<file path="src/sv/wvwm_pkg.sv">
// Package: shared types, codes and constants of the write volume window monitor.
`default_nettype none
package wvwm_pkg;

   localparam int LOG_DEPTH_DEFAULT  = 64;
   localparam int TIME_WIDTH_DEFAULT = 32;
   localparam int QUEUE_DEPTH        = 2;

   localparam int COMMAND_W   = 3;
   localparam int BYTES_W     = 64;
   localparam int COUNT_W     = 64;
   localparam int POSITION_W  = 6;
   localparam int AGE_W       = 32;
   localparam int REASON_W    = 2;
   localparam int CSR_INDEX_W = 2;
   localparam int CSR_DATA_W  = 24;
   localparam int THRESHOLD_W = 20;
   localparam int WINDOW_W    = 24;
   localparam int MIB_SHIFT   = 20;

   localparam logic [THRESHOLD_W-1:0] THRESHOLD_RESET = THRESHOLD_W'(100);
   localparam logic [WINDOW_W-1:0]    WINDOW_RESET    = WINDOW_W'(60000);

   typedef enum logic [COMMAND_W-1:0] {
      CMD_TICK     = 3'd0,
      CMD_WRITE    = 3'd1,
      CMD_SIMULATE = 3'd2,
      CMD_READ     = 3'd3,
      CMD_CLEAR    = 3'd4
   } command_type;

   typedef enum logic [REASON_W-1:0] {
      REASON_REMOVABLE = 2'd0,
      REASON_TEST      = 2'd1,
      REASON_SIMULATE  = 2'd2
   } reason_type;

   typedef enum logic [CSR_INDEX_W-1:0] {
      CSR_ALL_DEVICES = 2'd0,
      CSR_THRESHOLD   = 2'd1,
      CSR_WINDOW      = 2'd2
   } csr_index_type;

   typedef enum logic [2:0] {
      OP_TICK,
      OP_EVENT,
      OP_READ,
      OP_CLEAR,
      OP_NOP
   } op_kind_type;

   typedef struct packed {
      op_kind_type             kind;
      reason_type              reason;
      logic [BYTES_W-1:0]      bytes;
      logic [POSITION_W-1:0]   position;
   } op_type;

   typedef struct packed {
      logic [THRESHOLD_W-1:0] threshold_megabytes;
      logic [WINDOW_W-1:0]    window_ticks;
   } cfg_type;

endpackage
`default_nettype wire

</file>
<file path="src/sv/wvwm_front.sv">
// Front end: configuration registers and classification of incoming items.
`default_nettype none
module wvwm_front (
   input  wire logic                                 clock,
   input  wire logic                                 reset,
   input  wire logic [wvwm_pkg::COMMAND_W-1:0]       req_command,
   input  wire logic [wvwm_pkg::BYTES_W-1:0]         req_byte_count,
   input  wire logic                                 req_has_disk,
   input  wire logic                                 req_removable,
   input  wire logic [wvwm_pkg::POSITION_W-1:0]      req_position,
   input  wire logic                                 csr_write_enable,
   input  wire logic [wvwm_pkg::CSR_INDEX_W-1:0]     csr_index,
   input  wire logic [wvwm_pkg::CSR_DATA_W-1:0]      csr_write_data,
   output wvwm_pkg::op_type                          op,
   output wvwm_pkg::cfg_type                         cfg
);

   logic                                all_devices_ff;
   logic                                all_devices_in;
   logic [wvwm_pkg::THRESHOLD_W-1:0]    threshold_ff;
   logic [wvwm_pkg::THRESHOLD_W-1:0]    threshold_in;
   logic [wvwm_pkg::WINDOW_W-1:0]       window_ff;
   logic [wvwm_pkg::WINDOW_W-1:0]       window_in;

   always_comb begin
      all_devices_in = all_devices_ff;
      threshold_in   = threshold_ff;
      window_in      = window_ff;
      if (csr_write_enable) begin
         unique case (csr_index)
            wvwm_pkg::CSR_ALL_DEVICES: all_devices_in = csr_write_data[0];
            wvwm_pkg::CSR_THRESHOLD:   threshold_in = csr_write_data[wvwm_pkg::THRESHOLD_W-1:0];
            wvwm_pkg::CSR_WINDOW:      window_in = csr_write_data[wvwm_pkg::WINDOW_W-1:0];
            default: ;
         endcase
      end
   end

   always_ff @(posedge clock) begin
      if (reset) begin
         all_devices_ff <= 1'b0;
         threshold_ff   <= wvwm_pkg::THRESHOLD_RESET;
         window_ff      <= wvwm_pkg::WINDOW_RESET;
      end else begin
         all_devices_ff <= all_devices_in;
         threshold_ff   <= threshold_in;
         window_ff      <= window_in;
      end
   end

   assign cfg.threshold_megabytes = threshold_ff;
   assign cfg.window_ticks        = window_ff;

   always_comb begin
      op.kind     = wvwm_pkg::OP_NOP;
      op.reason   = wvwm_pkg::REASON_SIMULATE;
      op.bytes    = req_byte_count;
      op.position = req_position;
      unique case (req_command)
         wvwm_pkg::CMD_TICK: op.kind = wvwm_pkg::OP_TICK;
         wvwm_pkg::CMD_WRITE: begin
            // zero-byte, diskless or filtered non-removable writes are dropped
            if ((req_byte_count != '0) && req_has_disk && (all_devices_ff || req_removable)) begin
               op.kind   = wvwm_pkg::OP_EVENT;
               op.reason = req_removable ? wvwm_pkg::REASON_REMOVABLE
                                         : wvwm_pkg::REASON_TEST;
            end
         end
         wvwm_pkg::CMD_SIMULATE: op.kind = wvwm_pkg::OP_EVENT;
         wvwm_pkg::CMD_READ:     op.kind = wvwm_pkg::OP_READ;
         wvwm_pkg::CMD_CLEAR:    op.kind = wvwm_pkg::OP_CLEAR;
         default:                op.kind = wvwm_pkg::OP_NOP;
      endcase
   end

endmodule
`default_nettype wire

</file>
<file path="config.mk">
export PLATFORM = sky130hd
export DESIGN_NAME = wvwm_front
export DESIGN_NICKNAME = d
export VERILOG_FILES = /design/src/sv/wvwm_pkg.sv /design/src/sv/wvwm_front.sv
export SDC_FILE = /design/constraint.sdc
export NUM_CORES = 1
export LEC_CHECK = 0
export ABC_AREA = 1
export BUFFER_PORTS_ARGS = -buffer_cell sky130_fd_sc_hd__clkbuf_2
export CAP_MARGIN = 20
export CORE_UTILIZATION = 34
export CTS_CLUSTER_SIZE = 25
export DETAILED_ROUTE_END_ITERATION = 10
export MAX_ROUTING_LAYER = met4
export PLACE_DENSITY = 0.88
export SLEW_MARGIN = 20
export SYNTH_ARGS = -nofsm -noshare
export SYNTH_HDL_FRONTEND = slang
export SYNTH_SLANG_ARGS = --single-unit
</file>
<file path="constraint.sdc">
create_clock -name clock -period 0.8 [get_ports clock]
set_input_delay 0.08 -clock clock [delete_from_list [all_inputs] [get_ports clock]]
set_output_delay 0.08 -clock clock [all_outputs]
set_load 0.05 [all_outputs]
</file>
### Word-level counts from Yosys, hierarchy flattened

Cells that the tools add are included.

* logic and storage cells: 22
* output and inout port bits: 119
* bits of input ports: 104
* register bits: 45

* muxes and demuxes: 4
* equality and inequality tests: 6
* reductions and logical operators: 9

Operators by type and width (count)
* 64-bit nonzero test: 1
* 3-bit one-hot mux with 5 select lines: 1
* 3-bit by 2-bit equality test with 1-bit output, second input constant: 2
* 2-bit AND reduction: 3
* 5-bit two-way mux: 1
* 3-bit by 1-bit equality test with 1-bit output, second input constant: 1
* 3-bit equality test, second input constant: 1
* 3-bit zero test: 1
* 2-bit by 1-bit equality test with 1-bit output, second input constant: 1
* 2-bit equality test, second input constant: 1
* 1-bit logical AND: 2
* 2-bit zero test: 1
* 2-bit two-way mux: 1
* 1-bit logical OR: 1
* 1-bit two-way mux: 1

### Depth between registers and ports, before layout

* depth in word-level cells: 5
* gate-level depth with buffers: 9
* mapped depth without buffers: 9

### Worst setup path before layout

No wires, ideal clock.

* kind: register -> output
* start point: reg all_devices_ff
* end point: out op[70] (netlist name)
* arrival time: 1.712 ns
* stages on the path, launching flop included: 4
* path buffers: 0
* path slack: -0.992 ns
* data required time: 0.720 ns
* cell sequence: dfxtp_1 o21a_1 nand3_1 nor2_1

RTL lines
* from (decl): line wvwm_front.sv:18 `logic all_devices_ff;`
* from (signal assigned): line wvwm_front.sv:45 `all_devices_ff <= all_devices_in;`
* to (decl): line wvwm_front.sv:14 `output wvwm_pkg::op_type op,`

==> summary.md <==
| Metric | Value |
|---|---|
| Outcome | `finished with violations` |
| Violated checks | `setup timing` |
| Commonest non-fill, non-tap cell in the layout | `clkbuf_2` |
| Vias in the first global route | `slightly below 3,000` |
| Cell Rows | `30` |
| Die height | `87.3 um` |
| HPWL Detailed | `7340 um` |
| Commonest cells after routing, fill and taps aside | `154 x clkbuf_2, 81 x nor2_1, 50 x buf_4` |
| Pin count of the biggest net entering global routing | `45` |
| DP Area | `3610 sq um` |
| Crit start category | `flop` |
| Slew HR | `78.2%` |
| Worst slew pin tran | `0.325 ns` |
| Slew Limit Fails | `0` |
| YS warnings | `0` |
| Post-Syn Area | `2480 sq um` |
| Sequential Area | `957 sq um` |
| Core area | `a little under 7000 sq um` |
| Gpl congestion | `approximately 0.88` |
| Unique cell type count in the Yosys netlist | `22` |
| GRT Overall Usage | `between 20% and 30%` |
| Nets | `649` |
| Seq/Total Area, Yosys | `36.4%` |
| Vias per Instance | `4.71` |
| Clk sink count | `45` |
| First-pass GRT wire length | `14,300 um` |
| Antenna viol nets, final | `0` |
| ANT cells | `0` |
| Cell area power density | `1490 nW/um^2` |
| Achievable Freq | `0.779 GHz` |
| Setup TNS | `-5.47 ns` |
| 1st-iter DRT viols | `124` |
| FF+latch count, synth | `45` |
| RSZ-0062 raised after global routing | `true` |
| Initial DRT Pass Iterations | `4` |
| # fillers | `534` |
| Max-cap violations | `0` |
| Hold Crit Class | `in2reg` |
| Average size of a mapped cell | `7.07 sq um` |
| Worst Path Arrival | `1.20 ns` |
| # H-tree levels | `2` |
| Fraction of layout cells with a size suffix above 1 | `68.4%` |
| Net Count, Synth | `around 450` |
| Area Overhead vs Synth | `87.2%` |
| CTS max path bufs | `2` |
| Leak | `2.35 nW` |
| Starting Density | `35.9%` |
| Clk_lat worst skew | `approximately 0.29 ns` |
| CP Data Required Time | `0.72 ns` |
| CP max stage cell | `dfxtp_2` |
| Wirelength per Cell | `16.3 um` |
| CP cell instances | `o21a_4 -> nand3_4 -> nand3_4 -> clkbuf_16` |
| CP max FO | `3` |
| Max rail drop VDD | `between 0.9 and 1 mV` |
| Final hold viol count | `0` |
| Routed vias | `3,018` |
| CTS tree | `built` |
| Syn Inst Count | `350` |
| Final instance area | `4630 sq um` |
| Initial antenna violation count | `0` |
| CTS buffer count | `5` |
| Ports | `~220` |
| Die area | `around 7600 sq um` |
| Remaining Overflow, GRT | `0` |
| CP Class | `reg2out` |
| Final WS setup | `-0.484 ns` |
| Worst-path clk slew | `0.09 ns` |
| Hold-fix buffers, CTS | `0` |
| Final Cycle Share | `161%` |
| Crit. End Element | `primary output` |
| IO Port Bufs | `210` |
| Tmin final | `1.28 ns` |
| CP peak stage delay | `0.33 ns` |
| Clock Skew | `0 ns` |
| Die width | `~87 um` |
| # DRC | `0` |
| Cell mode on critical path | `nand3_4` |
| Final setup vio count | `50` |
| Root Buffer | `clkbuf_8` |
| Area of the multi-input gates | `roughly 1100 sq um` |
| Final wirelength | `approximately 10,000 um` |
[worst paths after layout]
check	from	end	slack, ns	depth (start not counted)
worst min-delay path	csr_write_data[13]	window_ff[13]	0.01	3
worst max register to register	window_ff[22]	window_ff[22]	-0.10	4
worst max-delay path	all_devices_ff	op[72]	-0.48	4
worst min register to register	threshold_ff[5]	threshold_ff[5]	0.48	2
[layer usage]
metal / track usage [%] / vias up / part of all wire [%]
li1: - / 1423 / -
met1: 27.6 / 1415 / 38
met2: 46.4 / 146 / 52
met3: 5.12 / 34 / 6.3
met4: 11.9 / 0 / 3.5
met5: - / - / 0
[cells by family (layout without fill, tap and decap cells)]
group / Yosys count / after routing / synth area share [%]
and+or+nand+nor: 176 / 176 / 29.9
buffers and inverters: 92 / 287 / 26.1
DFF: 45 / 45 / 36.4
AOI/OAI and AO/OA: 37 / 37 / 7.63
[power by group]
group	internal, mW	leakage, nW	total, mW	switching [mW]
clock network	0.908	0.0540	1.66	0.754
logic	1.06	1.92	2.77	1.71
registers	2.38	0.379	2.49	0.108
total	4.34	2.35	6.92	2.57
[Yosys cell counts]
cell      number  share of area, %
a21oi_1        1              0.20
a31oi_1        1              0.25
buf_2          4              0.81
buf_4         70                21
buf_6          4               1.8
clkbuf_1       4              0.61
dfxtp_1       45                36
inv_1          7               1.1
inv_2          2              0.30
inv_4          1              0.25
nand2_1       45               6.8
nand3_1       15               3.0
nor2_1        98                15
nor2_2        12               3.0
nor2_4         1              0.45
nor3_1         2              0.40
nor3_2         1              0.40
nor3_4         1              0.66
nor4_1         1              0.25
o21a_1         1              0.30
o21ai_0       27               5.5
o21ai_1        7               1.4
[metrics by stage]
step	util, %	std cells	hold WS (ns)	worst slack (ns)	total power [mW]
finish	67.1	641	0.0107	-0.484	6.92
global route	67.1	641	0.0171	-0.535	7.16
CTS	63.5	631	0.00299	-0.544	6.73
detailed placement	52.3	622	0.161	-0.477	4.76
global placement	52.3	622	0.161	-0.482	4.73
floorplan	-	350	0.152	-0.302	4.18
[what timing repair did]
action,CTS,global route
setup buffers,2,8
cloned,0,2
endpoints found under the setup margin,49,62
pin swaps,5,29
gates resized for setup,127,68
[critical path, delay by kind of cell, from the launching register on]
family | cells | cell delay (ns)
AND/OR/NAND/NOR | 2 | 0.20
buffers and inverters | 1 | 0.17
AO/OA/AOI/OAI | 1 | 0.21
flip-flops | 1 | 0.33
[flip-flops by register name, summed over array words and instances, names as in the netlist]
name	count
all_devices_ff	1
threshold_ff	20
window_ff	24
[cell type report]
cell class              count  area share (%)
well taps                  96            2.59
repair buffers            270            50.0
multi-input cells         213            23.5
clock inverters             2           0.756
flip-flops and latches     45            20.7
clock buffers               5            1.48
inverters                  10            1.03
Power figures use the tool's default switching activity.
