--- src/sv/wvwm_pkg.sv ---
// Package: shared types, codes and constants of the write volume window monitor.
`default_nettype none
package wvwm_pkg;

   localparam int LOG_DEPTH_DEFAULT  = 64;
   localparam int TIME_WIDTH_DEFAULT = 32;
   localparam int QUEUE_DEPTH        = 2;

   localparam int COMMAND_W   = 3;
   localparam int BYTES_W     = 64;
   localparam int COUNT_W     = 64;
   localparam int POSITION_W  = 6;
   localparam int AGE_W       = 32;
   localparam int REASON_W    = 2;
   localparam int CSR_INDEX_W = 2;
   localparam int CSR_DATA_W  = 24;
   localparam int THRESHOLD_W = 20;
   localparam int WINDOW_W    = 24;
   localparam int MIB_SHIFT   = 20;

   localparam logic [THRESHOLD_W-1:0] THRESHOLD_RESET = THRESHOLD_W'(100);
   localparam logic [WINDOW_W-1:0]    WINDOW_RESET    = WINDOW_W'(60000);

   typedef enum logic [COMMAND_W-1:0] {
      CMD_TICK     = 3'd0,
      CMD_WRITE    = 3'd1,
      CMD_SIMULATE = 3'd2,
      CMD_READ     = 3'd3,
      CMD_CLEAR    = 3'd4
   } command_type;

   typedef enum logic [REASON_W-1:0] {
      REASON_REMOVABLE = 2'd0,
      REASON_TEST      = 2'd1,
      REASON_SIMULATE  = 2'd2
   } reason_type;

   typedef enum logic [CSR_INDEX_W-1:0] {
      CSR_ALL_DEVICES = 2'd0,
      CSR_THRESHOLD   = 2'd1,
      CSR_WINDOW      = 2'd2
   } csr_index_type;

   typedef enum logic [2:0] {
      OP_TICK,
      OP_EVENT,
      OP_READ,
      OP_CLEAR,
      OP_NOP
   } op_kind_type;

   typedef struct packed {
      op_kind_type             kind;
      reason_type              reason;
      logic [BYTES_W-1:0]      bytes;
      logic [POSITION_W-1:0]   position;
   } op_type;

   typedef struct packed {
      logic [THRESHOLD_W-1:0] threshold_megabytes;
      logic [WINDOW_W-1:0]    window_ticks;
   } cfg_type;

endpackage
`default_nettype wire

--- src/sv/wvwm_queue.sv ---
// Short FIFO of classified items between front and back.
`default_nettype none
module wvwm_queue (
   input  wire logic          clock,
   input  wire logic          reset,
   input  wire logic          push,
   input  wvwm_pkg::op_type   push_op,
   output logic               not_full,
   input  wire logic          pop,
   output wvwm_pkg::op_type   head_op,
   output logic               not_empty
);

   localparam int DEPTH = wvwm_pkg::QUEUE_DEPTH;
   localparam int PTR_W = (DEPTH > 1) ? $clog2(DEPTH) : 1;
   localparam int CNT_W = $clog2(DEPTH + 1);

   wvwm_pkg::op_type   slot_ff [DEPTH];
   logic [PTR_W-1:0]   wr_ptr_ff;
   logic [PTR_W-1:0]   wr_ptr_in;
   logic [PTR_W-1:0]   rd_ptr_ff;
   logic [PTR_W-1:0]   rd_ptr_in;
   logic [CNT_W-1:0]   count_ff;
   logic [CNT_W-1:0]   count_in;

   assign not_full  = (count_ff != CNT_W'(DEPTH));
   assign not_empty = (count_ff != '0);
   assign head_op   = slot_ff[rd_ptr_ff];

   always_comb begin
      wr_ptr_in = wr_ptr_ff;
      rd_ptr_in = rd_ptr_ff;
      count_in  = count_ff;
      if (push) begin
         wr_ptr_in = (wr_ptr_ff == PTR_W'(DEPTH - 1)) ? '0 : wr_ptr_ff + 1'b1;
      end
      if (pop) begin
         rd_ptr_in = (rd_ptr_ff == PTR_W'(DEPTH - 1)) ? '0 : rd_ptr_ff + 1'b1;
      end
      if (push && !pop) begin
         count_in = count_ff + 1'b1;
      end else if (pop && !push) begin
         count_in = count_ff - 1'b1;
      end
   end

   always_ff @(posedge clock) begin
      if (reset) begin
         wr_ptr_ff <= '0;
         rd_ptr_ff <= '0;
         count_ff  <= '0;
      end else begin
         wr_ptr_ff <= wr_ptr_in;
         rd_ptr_ff <= rd_ptr_in;
         count_ff  <= count_in;
      end
   end

   always_ff @(posedge clock) begin
      if (push) begin
         slot_ff[wr_ptr_ff] <= push_op;
      end
   end

endmodule
`default_nettype wire

--- config.mk ---
export PLATFORM = sky130hd
export DESIGN_NAME = wvwm_queue
export DESIGN_NICKNAME = d
export VERILOG_FILES = /design/src/sv/wvwm_pkg.sv /design/src/sv/wvwm_queue.sv
export SDC_FILE = /design/constraint.sdc
export NUM_CORES = 1
export LEC_CHECK = 0
export ABC_AREA = 1
export BUFFER_PORTS_ARGS = -buffer_cell sky130_fd_sc_hd__buf_4
export CAP_MARGIN = 25
export CORE_AREA = 4 4 111 113
export CTS_CLUSTER_SIZE = 12
export DETAILED_ROUTE_END_ITERATION = 7
export DIE_AREA = 0 0 115 117
export PLACE_DENSITY = 0.85
export SLEW_MARGIN = 10
export SYNTH_ARGS = -nofsm -noshare
export SYNTH_HDL_FRONTEND = slang
export SYNTH_SLANG_ARGS = --single-unit
export TNS_END_PERCENT = 50
--- constraint.sdc ---
create_clock -name clock -period 6.7 [get_ports clock]
set_clock_uncertainty 0.1 [all_clocks]
set_input_delay 1.34 -clock clock [delete_from_list [all_inputs] [get_ports clock]]
set_output_delay 1.34 -clock clock [all_outputs]
set_load 0.01 [all_outputs]
Word-level counts from Yosys, hierarchy flattened
Memory sizes are Yosys's and may differ from the RTL's. A register that Yosys moved wholly into a read port is not among the register bits.
Cells that the tools add are included.
W data, S select, Z words.

cells by class
  add/subtract/negate cells = 4
  equality and inequality tests = 1
  multiplexer cells = 8
  reductions and logical operators = 6

operator list
  kind                   number
  $mux W1                6
  $mux W2                2
  $reduce_bool A2 Y1     2
  $add A1 B1 Y1 const B  2
  $add A2 B1 Y2 const B  1
  $logic_and A1 B1 Y1    2
  $logic_not A1 Y1       2
  $ne A2 B2 Y1 const B   1
  $sub A2 B1 Y2 const B  1

word-level totals
  register bits after elaboration = 4
  memory bits (writable) = 150
  input port bits = 79
  output and inout port bits = 77
  word-level logic and storage cells = 23
  memories kept = 1

memories
  memory   words  width  rd ports  clocked after Yosys merged registers in  write ports  line              source
  slot_ff  2      75     1         1                                        1            wvwm_queue.sv:18  wvwm_pkg::op_type slot_ff [DEPTH];

Depth between registers and ports, before layout
Gate-level depths: netlist of run 1.

  depth after elaboration = 4
  depth in mapped cells = 8
  mapped depth without buffers = 8

Worst setup path before layout of run 1
Ideal clock, no wire load.

  path type = input -> register
  start = in push
  end = mem slot_ff[0][0] in the netlist's numbering (enable)
  setup time = 0.511 ns
  data arrival time = 4.523 ns
  data required time = 6.089 ns
  setup slack = 1.566 ns
  stages = 2
  path buffers = 0
  cells stage by stage = inv_1 -> nor2_1

between the ends
  word-level cells in the longest chain between the ends = 2

ends and longest elaborated chain
  what                           line              source
  from (decl)                    wvwm_queue.sv:6   input wire logic push,
  $mux W1                        wvwm_queue.sv:60  if (push) begin
  $mux W1 (implied by the code)  wvwm_queue.sv:61  slot_ff[wr_ptr_ff] <= push_op;
  to (decl)                      wvwm_queue.sv:18

Every way passes these cells.

==> metrics.yaml, run 1 <==
clk_latency_ns: 0.40
synth_cell_types: 16
worstMarginPinSlew_ns: 0.867
cts_resized: 0
setup.worst_path.class: "flop to output pin"
synth-seq-cells: 155
status: "finished, final reports clean"
ctsHtreeMaxLevel: 4
synth.net_count: 346
routed_wl_mm: 10.2
hold_viol: 0
port_buffers: 155
vdd_drop_max_mv: 0.176
yosysSeqAreaShare_pct: 78.8
io_pins: 156
cp-end-kind: "output pin"
min_to: "rd_ptr_ff$_SDFFE_PP0P_"
nets: 515
grt_start_max_net_pins: 48
hold_depth: 2
power.leakage_nw: 3.08
syn_area_mm2: 0.00584
grt_pass1_vias: 3126
slew_viol_final: 0
yosysWarnings: 0
cp_max_fo: 46
syn_area_per_cell_um2: 22.0
grt_overflow: 0
place.gp.congestion: 0.737
fin_crit_sh_pct: 57.0
first_iter_violations: 132
reg2reg_depth: 2
finalSetupTns_ns: 0
postRouteAntennaNets: 0
syn_to_final_growth_pct: 33.3
fmax_ghz: 0.262
rsz0062_at_grt: "no"
final_common_cell: "buf_4"
start_kind: "flop"
cts_made_buffers: 17
layout_common_cells: "buf_4, edfxtp_1, mux2_4"
cts_tree: "built"
wl_per_cell_um: 17.2
coreArea_mm2: 0.0113
syn_inst: 266
grt_pass1_wl_mm: 15.4
drtPass1Iterations: 4
rrSetupSlack_ns: 4.48
via_per_inst: 4.94
clockRootBuffer: "clkbuf_16"
n_antenna_cell: 0
utilization_pct: 68.8
crit_arrival_ns: 2.38
min_from: "rd_ptr_ff$_SDFFE_PP0P_"
dpl.hpwl_mm: 6.85
die_area_mm2: 0.0135
worst_ep_required_time_ns: 5.26
initial_core_util_pct: 51.6
drive_gt1_share_pct: 58.9
holdBufCountCts: 0
grt.total_usage_pct: 15.4
post-cts-setup-buffers: 0
cts.sinks: 155
core.rowCount: 39
power_density_mw_per_mm2: 311
cts_buffer_depth: 2
maxCapViolCount: 0
setup_viol: 0
final.min_clock_period_ns: 3.82
num_vias: 2919
hp-class: "flop to flop"
die_w_um: 115
drc: 0
slew_headroom_pct: 42.1
antenna_found_initial: 0
r2r-start: "wr_ptr_ff$_SDFFE_PP0P_"
die_y_um: 117
r2r-end: "slot_ff[0][65]$_DFFE_PP_"
clk_pin_slew_ns: 0.06
-- per-stage QoR --
stage	power [mW]	instances	instance area, µm²	setup slack, ns	hold WS (ns)
after global routing	2.52	591	7780	2.76	0.474
after global placement	1.43	559	7140	3.29	0.397
final	2.42	591	7780	2.88	0.447
after CTS	2.45	591	7780	2.84	0.451
after detailed placement	1.44	559	7140	3.28	0.424
after floorplan	1.31	266	5840	1.57	0.380
-- synth_stat cells --
cell type / number / share of area, %
ha_1: 1 / 0.21
o21ai_0: 1 / 0.086
nand4_1: 1 / 0.11
xnor2_1: 1 / 0.15
nor3_1: 1 / 0.086
buf_6: 6 / 1.2
mux2_2: 25 / 4.8
a21oi_1: 1 / 0.086
nand3_1: 1 / 0.086
edfxtp_1: 150 / 77
mux2_4: 50 / 13
nand2_1: 7 / 0.45
inv_1: 9 / 0.58
nor2_1: 5 / 0.32
buf_2: 2 / 0.17
dfxtp_1: 5 / 1.7
-- state kept, by name (all words and copies together), names as in the netlist, named ones only --
name,cells
count_ff,2
slot_ff,150
wr_ptr_ff,1
rd_ptr_ff,1
-- worst max path at each step --
stage | start | to | slack, ns | cells after the start
6_report | flop | head_op[59] | 2.88 | 3
3_3_place_gp | flop | head_op[59] | 3.29 | 3
2_1_floorplan | push | slot_ff[0][0]$_DFFE_PP_ | 1.57 | 2
5_1_grt | flop | head_op[59] | 2.76 | 3
4_1_cts | flop | head_op[59] | 2.84 | 3
3_5_place_dp | flop | head_op[59] | 3.28 | 3
-- area by class of cell --
type,count,area [µm²]
timing repair buffer,158,1190
tap,143,179
fill,728,3540
sequential,155,4610
multi-input combinational,94,1130
clock buffer,26,509
inverter,9,35.0
clock inverter,6,134
-- cell families after synthesis --
logic type	count (synthesis)	synth area share, %
muxes	75	17.7
xor gates and xnor gates	1	0.150
and+or+nand+nor	15	1.05
AOI/OAI and AO/OA	2	0.171
buffers and inverters	17	1.91
adders and majority gates	1	0.214
DFF	155	78.8
-- per-layer routing --
| metal | wire length (µm) | GRT usage (%) |
|---|---|---|
| met3 | 775 | 4.94 |
| met2 | 5370 | 26.7 |
| met5 | 0 | 0 |
| met4 | 99 | 5.71 |
| met1 | 3950 | 18.1 |
-- worst max-delay path, cell delays in order, from the launching register on --
cell and delay [ns]:
dfxtp_4 0.63, buf_4 0.75, mux2_2 0.41, buf_4 0.14
-- report_power, final --
group	total [mW]	leakage, nW	internal, mW	switching, mW
clock network	1.01	0.315	0.674	0.333
logic	0.273	1.31	0.157	0.116
registers	1.14	1.45	1.12	0.0206
(Power assumes the default switching activity.)
==> run 2: changes to the inputs <==
--- a/config.mk
+++ b/config.mk
@@ -8,11 +8,11 @@
 export ABC_AREA = 1
 export BUFFER_PORTS_ARGS = -buffer_cell sky130_fd_sc_hd__buf_4
 export CAP_MARGIN = 25
-export CORE_AREA = 4 4 111 113
+export CORE_AREA = 4 4 117 119
 export CTS_CLUSTER_SIZE = 12
 export DETAILED_ROUTE_END_ITERATION = 7
-export DIE_AREA = 0 0 115 117
-export PLACE_DENSITY = 0.85
+export DIE_AREA = 0 0 121 123
+export PLACE_DENSITY = 0.81
 export SLEW_MARGIN = 10
 export SYNTH_ARGS = -nofsm -noshare
 export SYNTH_HDL_FRONTEND = slang
==> constraint.sdc (replaced) <==
create_clock -name clock -period 3.3 [get_ports clock]
set_clock_uncertainty 0.1 [all_clocks]
set_input_delay 0.66 -clock clock [delete_from_list [all_inputs] [get_ports clock]]
set_output_delay 0.66 -clock clock [all_outputs]
set_load 0.01 [all_outputs]
==> run 2 against run 1 <==
Against the previous run:
- first-iteration DRC count increased by 0.76%
- routed wire length increased by 0.65%
- highest routed layer unchanged
- global-route usage decreased by 1.0 points
- critical path type unchanged
==> metrics.yaml, run 2 (same netlist as run 1, synthesis figures left out) <==
cts_resized: 0
crit_arrival_ns: 1.89
cp_top_family: "buffers and inverters"
grt_overflow: 0
die_w_um: 121
grt_pass1_vias: 3140
critPathMaxStageDelay_ns: 0.51
finalPower_mw: 4.69
postRouteAntennaNets: 0
power_density_mw_per_mm2: 604
core.rowCount: 41
io_pins: 156
slew_headroom_pct: 62.5
power.leakage_nw: 3.05
holdBufCountCts: 0
fmax_ghz: 0.377
dpl.hpwl_mm: 6.85
start_kind: "flop"
slew_viol_final: 0
syn_to_final_growth_pct: 33.2
port_buffers: 155
clk_latency_ns: 0.40
final_common_cell: "buf_4"
cp-end-kind: "output pin"
routed_wl_mm: 10.3
setup.worst_path.class: "flop to output pin"
worst_ep_required_time_ns: 2.54
nets: 517
cts_made_buffers: 17
hold_viol: 0
wl_per_cell_um: 16.5
n_antenna_cell: 0
num_vias: 2892
rrSetupSlack_ns: 1.83
first_iter_violations: 133
antenna_found_initial: 0
post-cts-setup-buffers: 0
grt_pass1_wl_mm: 15.8
min_from: "reset"
register_area_mm2: 0.00461
fin_crit_sh_pct: 80.4
ctsHtreeMaxLevel: 4
worstMarginPinSlew_ns: 0.562
final.min_clock_period_ns: 2.65
largest_reg_flops: 150
drc: 0
max_flop_register: "slot_ff"
initial_core_util_pct: 46.5
whs_ns: 0.324
fill_cells: 909
multi_input_comb_area_mm2: 0.00113
largest_registers: "slot_ff (150), count_ff (2)"
vdd_drop_max_mv: 0.393
path_cells: "buf_4 > mux2_2 > buf_4"
crit_buf_inv: 2
status: "finished, final reports clean"
grt_start_max_net_pins: 76
die_area_mm2: 0.0149
slowest_stage: "dfxtp_4"
cts_tree: "built"
drive_gt1_share_pct: 59.1
coreArea_mm2: 0.0126
cp_max_fo: 24
r2r-start: "wr_ptr_ff$_SDFFE_PP0P_"
clk_pin_slew_ns: 0.05
drtPass1Iterations: 4
cts_buffer_depth: 2
place.gp.congestion: 0.722
via_per_inst: 4.65
hp-class: "primary input to flop"
die_y_um: 123
cts.sinks: 155
maxCapViolCount: 0
clockRootBuffer: "clkbuf_16"
layout_common_cells: "buf_4, edfxtp_1, mux2_4"
grt.total_usage_pct: 14.4
rsz0062_at_grt: "no"
setup_viol: 0
finalSetupTns_ns: 0
cp_common_cell: "buf_4"
==> run 2: worst paths after layout <==
kind | endpoint | cells past startpoint
min reg2reg | flop | 2
max reg2reg | slot_ff[1][46]$_DFFE_PP_ | 3
max | head_op[59] | 3
min | flop | 2
==> run 2: report_power, final <==
| group | switching (mW) | total (mW) | leakage, nW | internal (mW) |
|---|---|---|---|---|
| sequential | 0.0342 | 2.31 | 1.45 | 2.28 |
| combinational | 0.242 | 0.566 | 1.33 | 0.324 |
| clock | 0.713 | 1.82 | 0.268 | 1.10 |
| total | 0.989 | 4.69 | 3.05 | 3.70 |
==> run 2: worst register-to-register path: cells and delay by family, from the launching register on <==
kind / cells / cell delay [ns]
flops: 1 / 0.38
simple gates: 1 / 0.08
buf+inv: 2 / 0.50
==> run 2: metrics by stage <==
step	util, %	instance area, µm²	instances	worst slack [ns]
3_5_place_dp	57.4	7220	590	1.04
3_3_place_gp	57.4	7220	590	1.08
5_1_grt	61.9	7780	622	0.529
2_1_floorplan	-	5840	266	0.147
4_1_cts	61.9	7780	622	0.588
6_report	61.9	7780	622	0.647
==> run 2: per-layer routing <==
| layer | up-vias | routed length [µm] | global-route usage, % |
|---|---|---|---|
| met5 | - | 0 | 0 |
| met4 | 0 | 178 | 7.08 |
| met3 | 13 | 864 | 6.54 |
| met2 | 109 | 5260 | 24.4 |
| met1 | 1397 | 3960 | 15.3 |
| li1 | 1373 | - | - |
==> run 2: layout make-up <==
cell class                 count  area share, %
clock buffer                  19           5.57
clock inverter                13           1.64
inverter                       9          0.450
multi-input combinational     94           14.6
sequential                   155           59.3
tap                          172           2.77
timing repair buffer         160           15.8
==> run 3: changes to the inputs <==
==> constraint.sdc (replaced) <==
create_clock -name clock -period 2.3 [get_ports clock]
set_clock_uncertainty 0.1 [all_clocks]
set_input_delay 0.46 -clock clock [delete_from_list [all_inputs] [get_ports clock]]
set_output_delay 0.46 -clock clock [all_outputs]
set_load 0.01 [all_outputs]
==> run 3 against run 2 <==
Against the previous run:
- cell count shrank 0.32%
- via count is 1.1% higher
- non-clock buffer count shrank 1
- combinational power grew 47%
- global-route usage down 0.30 points
- cell area is 0.48% higher
- sequential share of layout area decreased by 0.28 points
- clock-buffer cell count fell by 1
- die area unchanged
- critical path type unchanged
- largest power group unchanged
- highest routed layer unchanged
==> metrics.yaml, run 3 (same netlist as run 1, synthesis figures left out) <==
status: "finished, final reports clean"
die_w_um: 121
max_flop_register: "slot_ff"
grt_pass1_wl_mm: 15.6
holdBufCountCts: 0
drc: 0
worst_ep_required_time_ns: 1.74
power_density_mw_per_mm2: 876
final_common_cell: "buf_4"
place_area_mm2: 0.00723
slew_viol_final: 0
power_switching_mw: 1.42
grt.total_usage_pct: 14.1
cts_made_buffers: 17
start_kind: "flop"
place.gp.congestion: 0.667
rsz0062_at_grt: "no"
dpl.hpwl_mm: 6.85
sw_frac_of_total_pct: 20.8
gr-usage-met3_pct: 5.31
num_vias: 2924
grt.busiest_layer: "met2"
cp_max_fo: 44
combPwrFrac_pct: 12.1
fin_crit_sh_pct: 94.4
layout_common_cells: "buf_4, edfxtp_1, mux2_4"
whs_ns: 0.128
port_buffers: 155
cts_buffer_depth: 2
wl_per_cell_um: 16.6
die_y_um: 123
slew_headroom_pct: 68.9
maxCapViolCount: 0
largest_registers: "slot_ff (150), count_ff (2)"
cts_resized: 0
ctsHtreeMaxLevel: 4
setup.worst_path.class: "flop to output pin"
io_pins: 156
clockPowerShare_pct: 39.6
use_met2_pct: 23.8
grt_overflow: 0
clockRootBuffer: "clkbuf_16"
met1_usage_pct: 16.1
worstMarginPinSlew_ns: 0.467
drive_gt1_share_pct: 59.2
hold_viol: 0
cts_tree: "built"
die_area_mm2: 0.0149
routed_wl_mm: 10.3
n_antenna_cell: 0
drtPass1Iterations: 4
finalPower_mw: 6.85
grt_pass1_vias: 3107
setup_viol: 0
post-cts-setup-buffers: 0
postRouteAntennaNets: 0
syn_to_final_growth_pct: 33.8
cts.sinks: 155
grt_start_max_net_pins: 76
first_iter_violations: 167
final.min_clock_period_ns: 2.17
p_int_mw: 5.43
initial_core_util_pct: 46.5
cp-end-kind: "output pin"
antenna_found_initial: 0
fmax_ghz: 0.461
clk_pin_slew_ns: 0.06
power.leakage_nw: 3.06
largest_reg_flops: 150
via_per_inst: 4.72
clk_latency_ns: 0.41
stdcell_area_mm2: 0.00782
coreArea_mm2: 0.0126
hp-class: "primary input to flop"
crit_arrival_ns: 1.61
core.rowCount: 41
vdd_drop_max_mv: 0.552
nets: 516
seqPwrFrac_pct: 48.3
==> run 3: changes by cell type in the layout (fill, tap and decap cells not counted) <==
| cell | previous run | this run |
|---|---|---|
| buf_12 | 2 | 4 |
| buf_4 | 158 | 155 |
| bufinv_16 | 2 | 3 |
| clkbuf_1 | 2 | 1 |
| clkinv_2 | 5 | 4 |
| clkinv_4 | 2 | 0 |
| clkinvlp_4 | 3 | 4 |
| inv_6 | 0 | 1 |
==> run 3: through the flow <==
| step | worst slack (ns) | utilization [%] | instances | TNS [ns] |
|---|---|---|---|---|
| floorplan | -0.212 | - | 266 | -15.91 |
| global placement | 0.550 | 57.6 | 589 | 0 |
| detailed placement | 0.541 | 57.6 | 589 | 0 |
| CTS | 0.0867 | 62.2 | 620 | 0 |
| global route | 0.0576 | 62.2 | 620 | 0 |
| finish | 0.129 | 62.2 | 620 | 0 |
==> run 3: layer usage <==
layer,vias to the layer above,part of all wire [%]
li1,1374,-
met3,15,8.0
met1,1418,39
met5,-,0
met2,117,52
met4,0,1.5
==> run 3: path summary, 6_finish.rpt <==
path	start	end	slack, ns	cells after the start
max	flop	head_op[68]	0.13	3
min	push_op[64]	slot_ff[1][64]$_DFFE_PP_	0.13	1
max reg2reg	wr_ptr_ff$_SDFFE_PP0P_	slot_ff[1][20]$_DFFE_PP_	0.92	3
min reg2reg	rd_ptr_ff$_SDFFE_PP0P_	rd_ptr_ff$_SDFFE_PP0P_	0.42	2
==> run 3: area by class of cell <==
class                   instances  area, µm²
flip-flops and latches        155       4610
well taps                     172        215
repair buffers                159       1240
clock buffers                  18        429
clock inverters                13        151
inverters                       9       35.0
multi-input cells              94       1130
fillers                       900       4750
==> run 3: worst max-delay path, cell delays in order, from the launching register on <==
cell     delay [ns]
dfxtp_4        0.37
buf_12         0.29
mux2_2         0.38
buf_4          0.14
==> run 3: power by group through the flow <==
stage          sequential [mW]  clock [mW]  combinational, mW
6_report                  3.31        2.71              0.831
5_1_grt                   3.32        2.91              0.889
2_1_floorplan             3.36           0              0.446
4_1_cts                   3.31        2.77              0.845
3_5_place_dp              3.37           0              0.843
3_3_place_gp              3.36           0              0.827
